--- config.mk ---
export PLATFORM = sky130hd
export DESIGN_NAME = edit_distance_engine_top
export DESIGN_NICKNAME = d
export VERILOG_FILES = /design/src/rtl/ede_pkg.sv /design/src/rtl/ede_cell.sv /design/src/rtl/edit_distance_engine_top.sv
export SDC_FILE = /design/constraint.sdc
export NUM_CORES = 2
export LEC_CHECK = 0
export ABC_AREA = 1
export ABC_CLOCK_PERIOD_IN_PS = 5150
export BUFFER_PORTS_ARGS = -buffer_cell sky130_fd_sc_hd__buf_2
export CAP_MARGIN = 20
export CORE_ASPECT_RATIO = 1.5
export CORE_MARGIN = 5
export CORE_UTILIZATION = 45
export CTS_CLUSTER_SIZE = 40
export DETAILED_ROUTE_END_ITERATION = 8
export GPL_ROUTABILITY_DRIVEN = 0
export GPL_TIMING_DRIVEN = 0
export PLACE_DENSITY = 0.63
export SLEW_MARGIN = 25
export SYNTH_ARGS = -nofsm -noshare
export SYNTH_HDL_FRONTEND = slang
export SYNTH_SLANG_ARGS = --single-unit
--- constraint.sdc ---
create_clock -name clock -period 5.15 [get_ports clock]
set_input_delay 0.2575 -clock clock [delete_from_list [all_inputs] [get_ports clock]]
set_output_delay 0.2575 -clock clock [all_outputs]
set_load 0.01 [all_outputs]
--- src/rtl/ede_pkg.sv ---
package ede_pkg;

   localparam int MAX_LEN = 64;
   localparam int LEN_W   = $clog2(MAX_LEN + 1);
   localparam int IDX_W   = (MAX_LEN > 1) ? $clog2(MAX_LEN) : 1;
   localparam int DIST_W  = 7;
   localparam int DIST_MAX = (1 << DIST_W) - 1;

   localparam logic [1:0] CMD_CLEAR  = 2'd0;
   localparam logic [1:0] CMD_APPEND = 2'd1;
   localparam logic [1:0] CMD_FEED   = 2'd2;
   localparam logic [1:0] CMD_REPORT = 2'd3;

   typedef logic [LEN_W-1:0] cost_type;

   typedef struct packed {
      logic [1:0] cmd;
      logic [7:0] symbol;
   } req_type;

   typedef struct packed {
      logic [DIST_W-1:0] distance;
      logic              truncated;
   } rsp_type;

   // one query byte travelling along the row
   typedef struct packed {
      logic       valid;
      logic [7:0] sym;
      cost_type   left;
      cost_type   diag;
   } token_type;

   typedef struct packed {
      logic       clear;
      logic       load;
      logic [7:0] load_sym;
      cost_type   ref_len;
   } cell_ctrl_type;

   function automatic logic [DIST_W-1:0] sat_distance(input cost_type c);
      logic [DIST_W-1:0] d;
      if (LEN_W > DIST_W && int'(c) > DIST_MAX) begin
         d = DIST_W'(DIST_MAX);
      end else begin
         d = DIST_W'(c);
      end
      return d;
   endfunction

endpackage

--- src/rtl/ede_cell.sv ---
module ede_cell
   import ede_pkg::*;
(
   input  logic          clock,
   input  logic          reset,
   input  logic [IDX_W-1:0] cell_idx,
   input  cell_ctrl_type ctrl,
   input  token_type     tok_in,
   output token_type     tok_out,
   output cost_type      last_cost
);

   logic [7:0] ref_ff;
   cost_type   cost_ff, cost_in;
   token_type  tok_ff;
   cost_type   own_pos;
   cost_type   m1, m2;

   assign own_pos = cost_type'(cell_idx) + cost_type'(1);

   always_comb begin
      m1 = (cost_ff < tok_in.left) ? cost_ff : tok_in.left;
      m2 = (m1 < tok_in.diag) ? m1 : tok_in.diag;
      if (ref_ff == tok_in.sym) begin
         cost_in = tok_in.diag;
      end else begin
         cost_in = m2 + cost_type'(1);
      end
   end

   always_ff @(posedge clock) begin
      if (ctrl.load && ctrl.ref_len == cost_type'(cell_idx)) begin
         ref_ff <= ctrl.load_sym;
      end
   end

   always_ff @(posedge clock) begin
      if (reset || ctrl.clear) begin
         cost_ff      <= own_pos;
         tok_ff.valid <= 1'b0;
      end else begin
         if (tok_in.valid) begin
            cost_ff <= cost_in;
         end
         tok_ff.valid <= tok_in.valid;
      end
      tok_ff.sym  <= tok_in.sym;
      tok_ff.left <= cost_in;
      tok_ff.diag <= cost_ff;
   end

   assign tok_out   = tok_ff;
   assign last_cost = (ctrl.ref_len == own_pos) ? cost_ff : '0;

endmodule

--- src/rtl/edit_distance_engine_top.sv ---
// Levenshtein edit distance engine.
// req channel: one word per command (clear, append first-string byte, feed
// second-string byte, report). rsp channel: one word per report, carrying the
// distance and the truncated flag. A word moves when valid is high and stall
// is low.
// The first string sits in a row of MAX_LEN cells, one byte and one row cost
// each. A fed byte enters the row as a token and moves one cell per cycle, so
// feed words are taken back to back, one per cycle.
// A report waits until the last fed token has left the row, otherwise it is
// taken at once. The result word appears in the cycle after the report is
// taken and is held while rsp_stall is high; a new report is stalled until
// the held word is taken. Clear, append and feed words are never stalled.
// Reset (and clear) returns every cost to its position, empties the row and
// zeroes both lengths and the truncated flag; stored first-string bytes keep
// their contents but are not read until written again.
module edit_distance_engine_top
   import ede_pkg::*;
(
   input  logic    clock,
   input  logic    reset,
   input  logic    req_valid,
   output logic    req_stall,
   input  req_type req_data,
   output logic    rsp_valid,
   input  logic    rsp_stall,
   output rsp_type rsp_data
);

   cost_type      ref_len_ff, ref_len_in;
   cost_type      qry_len_ff, qry_len_in;
   logic          ovf_ff, ovf_in;
   cost_type      drain_ff, drain_in;
   logic          rsp_valid_ff, rsp_valid_in;
   rsp_type       rsp_ff;
   token_type     tok_ff;
   logic          req_fire, do_clear, do_load, do_feed, do_report;
   cell_ctrl_type ctrl;
   token_type     chain [MAX_LEN+1];
   cost_type      cost_sel [MAX_LEN];
   cost_type      tail_cost;

   assign req_stall = (req_data.cmd == CMD_REPORT) &&
                      ((drain_ff != '0) || (rsp_valid_ff && rsp_stall));
   assign req_fire  = req_valid && !req_stall;
   assign do_clear  = req_fire && req_data.cmd == CMD_CLEAR;
   assign do_load   = req_fire && req_data.cmd == CMD_APPEND && qry_len_ff == '0 &&
                      ref_len_ff != cost_type'(MAX_LEN);
   assign do_feed   = req_fire && req_data.cmd == CMD_FEED &&
                      qry_len_ff != cost_type'(MAX_LEN);
   assign do_report = req_fire && req_data.cmd == CMD_REPORT;

   always_comb begin
      ref_len_in = ref_len_ff;
      qry_len_in = qry_len_ff;
      ovf_in     = ovf_ff;
      drain_in   = (drain_ff != '0) ? drain_ff - cost_type'(1) : drain_ff;
      if (req_fire) begin
         unique case (req_data.cmd)
            CMD_CLEAR: begin
               ref_len_in = '0;
               qry_len_in = '0;
               ovf_in     = 1'b0;
               drain_in   = '0;
            end
            CMD_APPEND: begin
               if (qry_len_ff == '0) begin
                  if (ref_len_ff == cost_type'(MAX_LEN)) begin
                     ovf_in = 1'b1;
                  end else begin
                     ref_len_in = ref_len_ff + cost_type'(1);
                  end
               end
            end
            CMD_FEED: begin
               if (qry_len_ff == cost_type'(MAX_LEN)) begin
                  ovf_in = 1'b1;
               end else begin
                  qry_len_in = qry_len_ff + cost_type'(1);
                  drain_in   = cost_type'(MAX_LEN);
               end
            end
            default: begin
            end
         endcase
      end
   end

   always_ff @(posedge clock) begin
      if (reset) begin
         ref_len_ff   <= '0;
         qry_len_ff   <= '0;
         ovf_ff       <= 1'b0;
         drain_ff     <= '0;
         rsp_valid_ff <= 1'b0;
         tok_ff.valid <= 1'b0;
      end else begin
         ref_len_ff   <= ref_len_in;
         qry_len_ff   <= qry_len_in;
         ovf_ff       <= ovf_in;
         drain_ff     <= drain_in;
         rsp_valid_ff <= rsp_valid_in;
         tok_ff.valid <= do_feed;
      end
      // row entry zero is the query length itself
      tok_ff.sym  <= req_data.symbol;
      tok_ff.left <= qry_len_ff + cost_type'(1);
      tok_ff.diag <= qry_len_ff;
   end

   assign ctrl.clear    = do_clear;
   assign ctrl.load     = do_load;
   assign ctrl.load_sym = req_data.symbol;
   assign ctrl.ref_len  = ref_len_ff;

   assign chain[0] = tok_ff;

   for (genvar i = 0; i < MAX_LEN; i++) begin : g_cell
      ede_cell u_cell (
         .clock     (clock),
         .reset     (reset),
         .cell_idx  (IDX_W'(i)),
         .ctrl      (ctrl),
         .tok_in    (chain[i]),
         .tok_out   (chain[i+1]),
         .last_cost (cost_sel[i])
      );
   end

   always_comb begin
      tail_cost = (ref_len_ff == '0) ? qry_len_ff : '0;
      for (int i = 0; i < MAX_LEN; i++) begin
         tail_cost = tail_cost | cost_sel[i];
      end
   end

   assign rsp_valid_in = do_report ? 1'b1 : (rsp_valid_ff && rsp_stall);

   always_ff @(posedge clock) begin
      if (do_report) begin
         rsp_ff.distance  <= sat_distance(tail_cost);
         rsp_ff.truncated <= ovf_ff;
      end
   end

   assign rsp_valid = rsp_valid_ff;
   assign rsp_data  = rsp_ff;

endmodule

======== Word level (Yosys, flattened, before mapping) ========
Index checks and enable logic that the tools add are counted.
storage, ports and cells
  register bits ........................... 2463
  bits in latches ......................... 0
  memory bits (writable) .................. 0
  memory bits (read-only) ................. 0
  bits of input ports ..................... 14
  memories kept ........................... 0
cells by class
  $add $sub $neg .......................... 67
  $mul .................................... 0
  divide/modulo/power cells ............... 0
  $lt $le $gt $ge ......................... 128
  equal/unequal tests ..................... 139
  shifts and indexed selects .............. 0
  muxes and demuxes ....................... 271
  bitwise logic cells ..................... 64
  reduce and logical (&&, ||, !) cells .... 87
operators by type and width
  operator                                                             count
  7-bit 2-to-1 mux                                                     263
  7-bit less-than comparator                                           128
  8-bit == test                                                        64
  7-bit by 1-bit adder with 7-bit output (second input constant)       66
  7-bit OR                                                             64
  7-bit by 6-bit == test with 1-bit output (second input constant)     32
  7-bit by 5-bit == test with 1-bit output (second input constant)     16
  1-bit logical AND                                                    74
  7-bit by 4-bit == test with 1-bit output (second input constant)     8
  7-bit case mux with 2 select lines                                   3
  7-bit by 3-bit == test with 1-bit output (second input constant)     4
  7-bit by 2-bit == test with 1-bit output (second input constant)     2
  7-bit == test (second input constant)                                2
  7-bit zero test                                                      2
  7-bit != test (second input constant)                                2
  7-bit by 1-bit == test with 1-bit output (second input constant)     1
  7-bit nonzero test                                                   1
  7-bit by 1-bit subtractor with 7-bit output (second input constant)  1
  2-bit by 1-bit != test with 1-bit output (second input constant)     3
  5-bit AND reduction                                                  1
  2-bit == test (second input constant)                                2
  1-bit 2-to-1 mux                                                     4
  2-bit != test (second input constant)                                2
  4-bit AND reduction                                                  1
  other kinds (8)                                                      10

======== Logic depth before layout (Yosys ltp) ========
  word-level depth ........................ 66
  gate-level depth with buffers ........... 30
  gate-level depth less buffers ........... 30

======== Hierarchy ========
From an unflattened synthesis, not the netlist that was laid out.
unflattened totals
  cell total of the unflattened synthesis .. 17736
  area, all modules ....................... 143342.5 um2
by module, submodules not included
  module                            instances  cells an instance  area an instance (um2)
  ede_cell (g_cell[18].u_cell ...)  51         269                2187.1
  ede_cell (g_cell[0].u_cell ...)   12         272                2188.3
  edit_distance_engine_top          1          489                3369.5
  ede_cell (g_cell[9].u_cell)       1          264                2170.8

======== Least setup slack after synthesis ========
OpenSTA, ideal clock, no wires.
  kind .................................... register to register
  from .................................... reg g_cell[39].u_cell.tok_ff, in the netlist g_cell[39].u_cell.tok_out[13]
  to ...................................... reg g_cell[40].u_cell.cost_ff[2]
  arrival ................................. 3.510 ns
  setup slack ............................. 1.525 ns
  stages on the path, launching flop included .. 23
  path buffers ............................ 2
  clock period less this slack ............ 3.625 ns
  cell sequence ........................... dfxtp_1 > inv_1 > ha_1 > a21o_1 > nor2_2 > nand2_1 > buf_2 > o21ai_0 > inv_1 > ha_1 > a21oi_1 > nor2_1 > a211oi_2 > nand2_4 > buf_6 > o21ai_2 > inv_1 > ha_1 > or2_0 > nand3_1 > o21ai_1 > o21ai_0 > inv_1
between the ends
  word-level cells in the longest chain between the ends .. 6
RTL lines
  item                                        RTL line        text
  start, declared                             ede_cell.sv:15  token_type tok_ff;
  7-bit less-than comparator                  ede_cell.sv:22  m1 = (cost_ff < tok_in.left) ? cost_ff : tok_in.left;
  7-bit 2-to-1 mux (*)                        ede_cell.sv:22
  7-bit less-than comparator                  ede_cell.sv:23  m2 = (m1 < tok_in.diag) ? m1 : tok_in.diag;
  7-bit 2-to-1 mux (*)                        ede_cell.sv:23
  7-bit by 1-bit adder with 7-bit output (*)  ede_cell.sv:27  cost_in = m2 + cost_type'(1);
  7-bit 2-to-1 mux (*)                        ede_cell.sv:24  if (ref_ff == tok_in.sym) begin
  named net g_cell[40].u_cell.cost_in[2]      ede_cell.sv:14  cost_type cost_ff, cost_in;
  end signal, assigned                        ede_cell.sv:39  cost_ff <= own_pos;
  end signal, assigned                        ede_cell.sv:43  cost_ff <= cost_in;
  end, declared                               ede_cell.sv:14
Mark *: on every way through the listed nets, which the timed path passes. The rest lies on a longest branch.
A chain may end at the register's enable or synchronous reset.

======== Final worst setup path ========
  from .................................... reg ref_len_ff[0]
  to ...................................... reg rsp_ff, in the netlist rsp_data[5], data pin
between the ends
  word-level cells in the longest chain between the ends .. 66
  elaborated cells on any way between the ends .. 194
RTL lines
  item                                                                         RTL line                                         text
  start, declared                                                              edit_distance_engine_top.sv:29                   cost_type ref_len_ff, ref_len_in;
  start signal, assigned                                                       edit_distance_engine_top.sv:97                   ref_len_ff <= ref_len_in;
  7-bit by 1-bit == test with 1-bit output or 7-bit zero test (tied branches)  ede_cell.sv:53, edit_distance_engine_top.sv:130
  7-bit 2-to-1 mux (on tied branches)                                          ede_cell.sv:53, edit_distance_engine_top.sv:130
  7-bit OR (63 in a row)                                                       edit_distance_engine_top.sv:132                  tail_cost = tail_cost | cost_sel[i];
  7-bit OR (*)                                                                 edit_distance_engine_top.sv:132
  named net tail_cost[4]                                                       edit_distance_engine_top.sv:40                   cost_type tail_cost;
  end, declared                                                                edit_distance_engine_top.sv:34                   rsp_type rsp_ff;
Marked as above.

==> metrics.md <==
| Metric | Value |
|---|---|
| Static Leak | `around 64 nW` |
| WP data required | `between 5 and 6 ns` |
| RSZ-0062 raised after global routing | `no` |
| Pins Over Slew Limit | `0` |
| Worst Setup Path Type | `reg2reg` |
| Wire length per cell | `19.1 um` |
| Worst skew pair latency | `0.94 ns` |
| CP most frequent cell | `nor2_1` |
| H-tree levels | `4` |
| Worst r2r src | `ref_len_ff[0]` |
| First-pass GRT wire length | `540 mm` |
| Layout cells sized above 1 | `9.31%` |
| Chip width | `between 400 and 500 um` |
| Data arrival, critical path | `5.24 ns` |
| Grt total ovfl | `0` |
| CTS Buf Count | `about 230` |
| R2R Path End | `rsp_data[5]` |
| TNS Setup | `0 ns` |
| DR vias/cell | `~5.1` |
| CTS max path bufs | `4` |
| Area grow syn2layout | `11.1%` |
| Synth Warn # | `0` |
| CTS clk-pin slew, worst paths | `roughly 0.07 ns` |
| Final hold viol count | `0` |
| CP cell instances | `inv_1 > ha_1 > nand2_1 > nor2_1 > inv_2 > o22ai_1 > a2111oi_1 > o2111ai_1 > nor2_1 > nand3_1` |
| Initial Util | `a little under half` |
| Most common cell in the netlist | `nand2_1` |
| Critical Path Fanout Max | `8` |
| Reg area | `54500 um2` |
| Die Ht | `642 um` |
| Syn Area/Cell | `around 8.1 um2` |
| Max-slew headroom | `18.8%` |
| Number of synthesized flops with an enable pin | `520` |
| Seq/Total Area, Yosys | `45.5%` |
| Vias | `slightly below 100k` |
| Yosys reg bits | `roughly 2500` |
| Nets@finish | `around 16000` |
| Placed Area | `125000 um2` |
| Placement Setup Slack | `between 0.7 and 0.8 ns` |
| Synth Cell Area | `about 120000 um2` |
| Worst Setup SP | `ref_len_ff[0]` |
| Top-area cell type share of the netlist area | `about a third` |
| Synth area leaders | `dfxtp_1, edfxtp_1, nand2_1` |
| Tmin final | `between 4 and 5 ns` |
| Period utilization | `90.4%` |
| Largest net degree at the start of global routing | `43` |
| Initial antenna violation count | `20` |
| CTS tree | `yes` |
| Peak supply drop | `about 0.35 mV` |
| FFs w/ async S/R, synth | `0%` |
| Yosys top cell by area | `dfxtp_1` |
| CP Capture Point | `rsp_data[5]` |
| Final worst slack | `slightly below 0.5 ns` |
| CP max stage cell | `a2111oi_1` |
| Worst Tran Pin Value | `~1.2 ns` |
| Post-DRT Antenna Nets | `0` |
| CP peak stage delay | `between 0.8 and 0.9 ns` |
| Cell variety after synth | `59` |
| Mapped Nets | `between 15000 and 20000` |
| Top_reg_cell synth | `dfxtp_1` |
| Pwr Total | `0.0913 W` |
| DR pass1 iterations | `8` |
| # port buffers | `23` |
| Fmax | `~210 MHz` |
| Post-DP HPWL | `about 280 mm` |
| Finished Cell Area | `133000 um2` |
| Hold Crit Class | `in2reg` |
| Outcome | `completed` |
| CP startpoint kind | `flop` |
| Power per cell area | `687 nW/um2` |
| Critical Path End Type | `flop` |
| Die area | `roughly 280000 um2` |
| Area occupied by multi-input gates | `approximately 55000 um2` |
| Core area | `between 200000 and 300000 um2` |
| Top post-synthesis cells by count | `nand2_1, inv_1, dfxtp_1, nand3_1, ha_1` |
| Total clock sinks | `around 2500` |
| Skew final | `0.0757 ns` |
| Total GRT Usage | `25.3%` |
| Setup slack, reg-to-reg | `0.49 ns` |
| Row cnt | `around 230` |
| Final setup viols | `0` |
| Root buf cell | `clkbuf_16` |
| Filler cells | `25692` |
| Vias in the first global route | `93281` |
| # DRC | `0` |
| Syn Inst Count | `between 10000 and 15000` |
| Total I/O pin count | `24` |
| WL final | `~360 mm` |
| FF-to-FF path depth | `10` |
| Max cap viols | `0` |
| Drt first-iter violations | `between 5000 and 6000` |
[repair_timing]
| action | CTS | global route |
|---|---|---|
| hold endpoints to repair | 395 | 0 |
| buffers inserted | 0 | 0 |
| hold buffers | 14 | 0 |
| gates resized for setup | 0 | 0 |
[routing by layer]
layer / GRT usage (%) / vias to the layer above / share of wire (%)
met4: 16.4 / 10 / 7.7
met1: 26.1 / 44449 / 36
met2: 47.8 / 2218 / 51
li1: - / 48437 / -
met5: 0 / - / 0.019
met3: 3.61 / 996 / 4.7
[cells by family (layout without fill, tap and decap cells)]
group,after synthesis,count (layout),share of synthesized area (%)
and+or+nand+nor,6473,6473,23.7
other,0,4,0
adders and majority gates,844,844,8.82
DFF,2463,2463,45.5
xor gates and xnor gates,524,524,3.83
AOI/OAI and AO/OA,2004,2004,9.74
buffers and inverters,2501,2992,8.33
[stage by stage]
step	utilization, %	hold slack [ns]	cells
final	50.1	0.185	18814
after global routing	50.1	0.196	18811
after CTS	50.1	0.140	18810
after detailed placement	47.0	0.353	18366
after global placement	46.8	0.351	18342
after floorplan	-	0.285	14809
[where the power goes]
group,switching (W),total (W),internal [W]
Clock,0.00776,0.0182,0.0104
Sequential,0.000890,0.0229,0.0220
Combinational,0.0333,0.0502,0.0169
Total,0.0420,0.0913,0.0494
[sequential cells by signal, summed over array words and instances, names as in the netlist]
register / flops
chain: 23
drain_ff: 7
g_cell.u_cell.cost_ff: 448
g_cell.u_cell.ref_ff: 512
g_cell.u_cell.tok_out: 1449
ovf_ff: 1
qry_len_ff: 7
ref_len_ff: 7
rsp_data: 8
rsp_valid: 1
[cells in the final DEF, fill, tap and decap left out, drive strengths merged, types with 4 or more instances in the layout]
| cell type | synthesis | final |
|---|---|---|
| o221ai | 13 | 13 |
| and2 | 30 | 30 |
| buf | 193 | 240 |
| o21ai | 930 | 930 |
| clkinv | 13 | 76 |
| xor2 | 522 | 522 |
| a221oi | 28 | 28 |
| a21o | 30 | 30 |
| o31ai | 6 | 6 |
| nor2 | 829 | 829 |
| nand3 | 1156 | 1156 |
| nand2 | 4221 | 4221 |
| clkbuf | 42 | 343 |
| a211oi | 76 | 76 |
| a22o | 6 | 6 |
| edfxtp | 520 | 520 |
| nand3b | 8 | 8 |
| dfxtp | 1943 | 1943 |
| clkinvlp | 0 | 23 |
| a2111oi | 15 | 15 |
| nand4 | 32 | 32 |
| or2 | 39 | 39 |
| diode | 0 | 4 |
| a21oi | 659 | 659 |
| nor4 | 138 | 138 |
| ha | 844 | 844 |
| o22ai | 121 | 121 |
| o211ai | 95 | 95 |
| dlygate4sd3 | 0 | 14 |
| inv | 2253 | 2266 |
| nor3 | 18 | 18 |
| o2111ai | 14 | 14 |
| bufinv | 0 | 30 |
[worst max-delay path, delay by kind of cell, from the launching register on]
family	cells	cell delay, ns
compound gates	3	1.67
simple gates	4	1.53
buf+inv	2	0.48
flops	1	0.36
fa+ha+maj	1	0.25
[worst min path at each step]
stage | start | to | slack (ns) | cells past startpoint
after global routing | reset | drain_ff[6] | 0.20 | 3
after detailed placement | g_cell[19].u_cell.tok_out[19] | g_cell[20].u_cell.tok_out[19] | 0.35 | 0
after global placement | g_cell[18].u_cell.tok_out[17] | g_cell[19].u_cell.tok_out[17] | 0.35 | 0
after floorplan | req_data[0] | chain[1486] | 0.29 | 0
final | reset | qry_len_ff[0] | 0.18 | 3
after CTS | reset | qry_len_ff[0] | 0.14 | 3
[cell type report]
type,count,area share [%]
Timing Repair Buffer,61,0.528
Buffer,235,1.10
Antenna cell,4,0.00753
Sequential cell,2463,41.0
Clock inverter,129,1.20
Multi-Input combinational cell,9845,41.6
Tap cell,3510,3.30
Inverter,2266,6.39
Clock buffer,301,4.88
(Power assumes the default switching activity.)
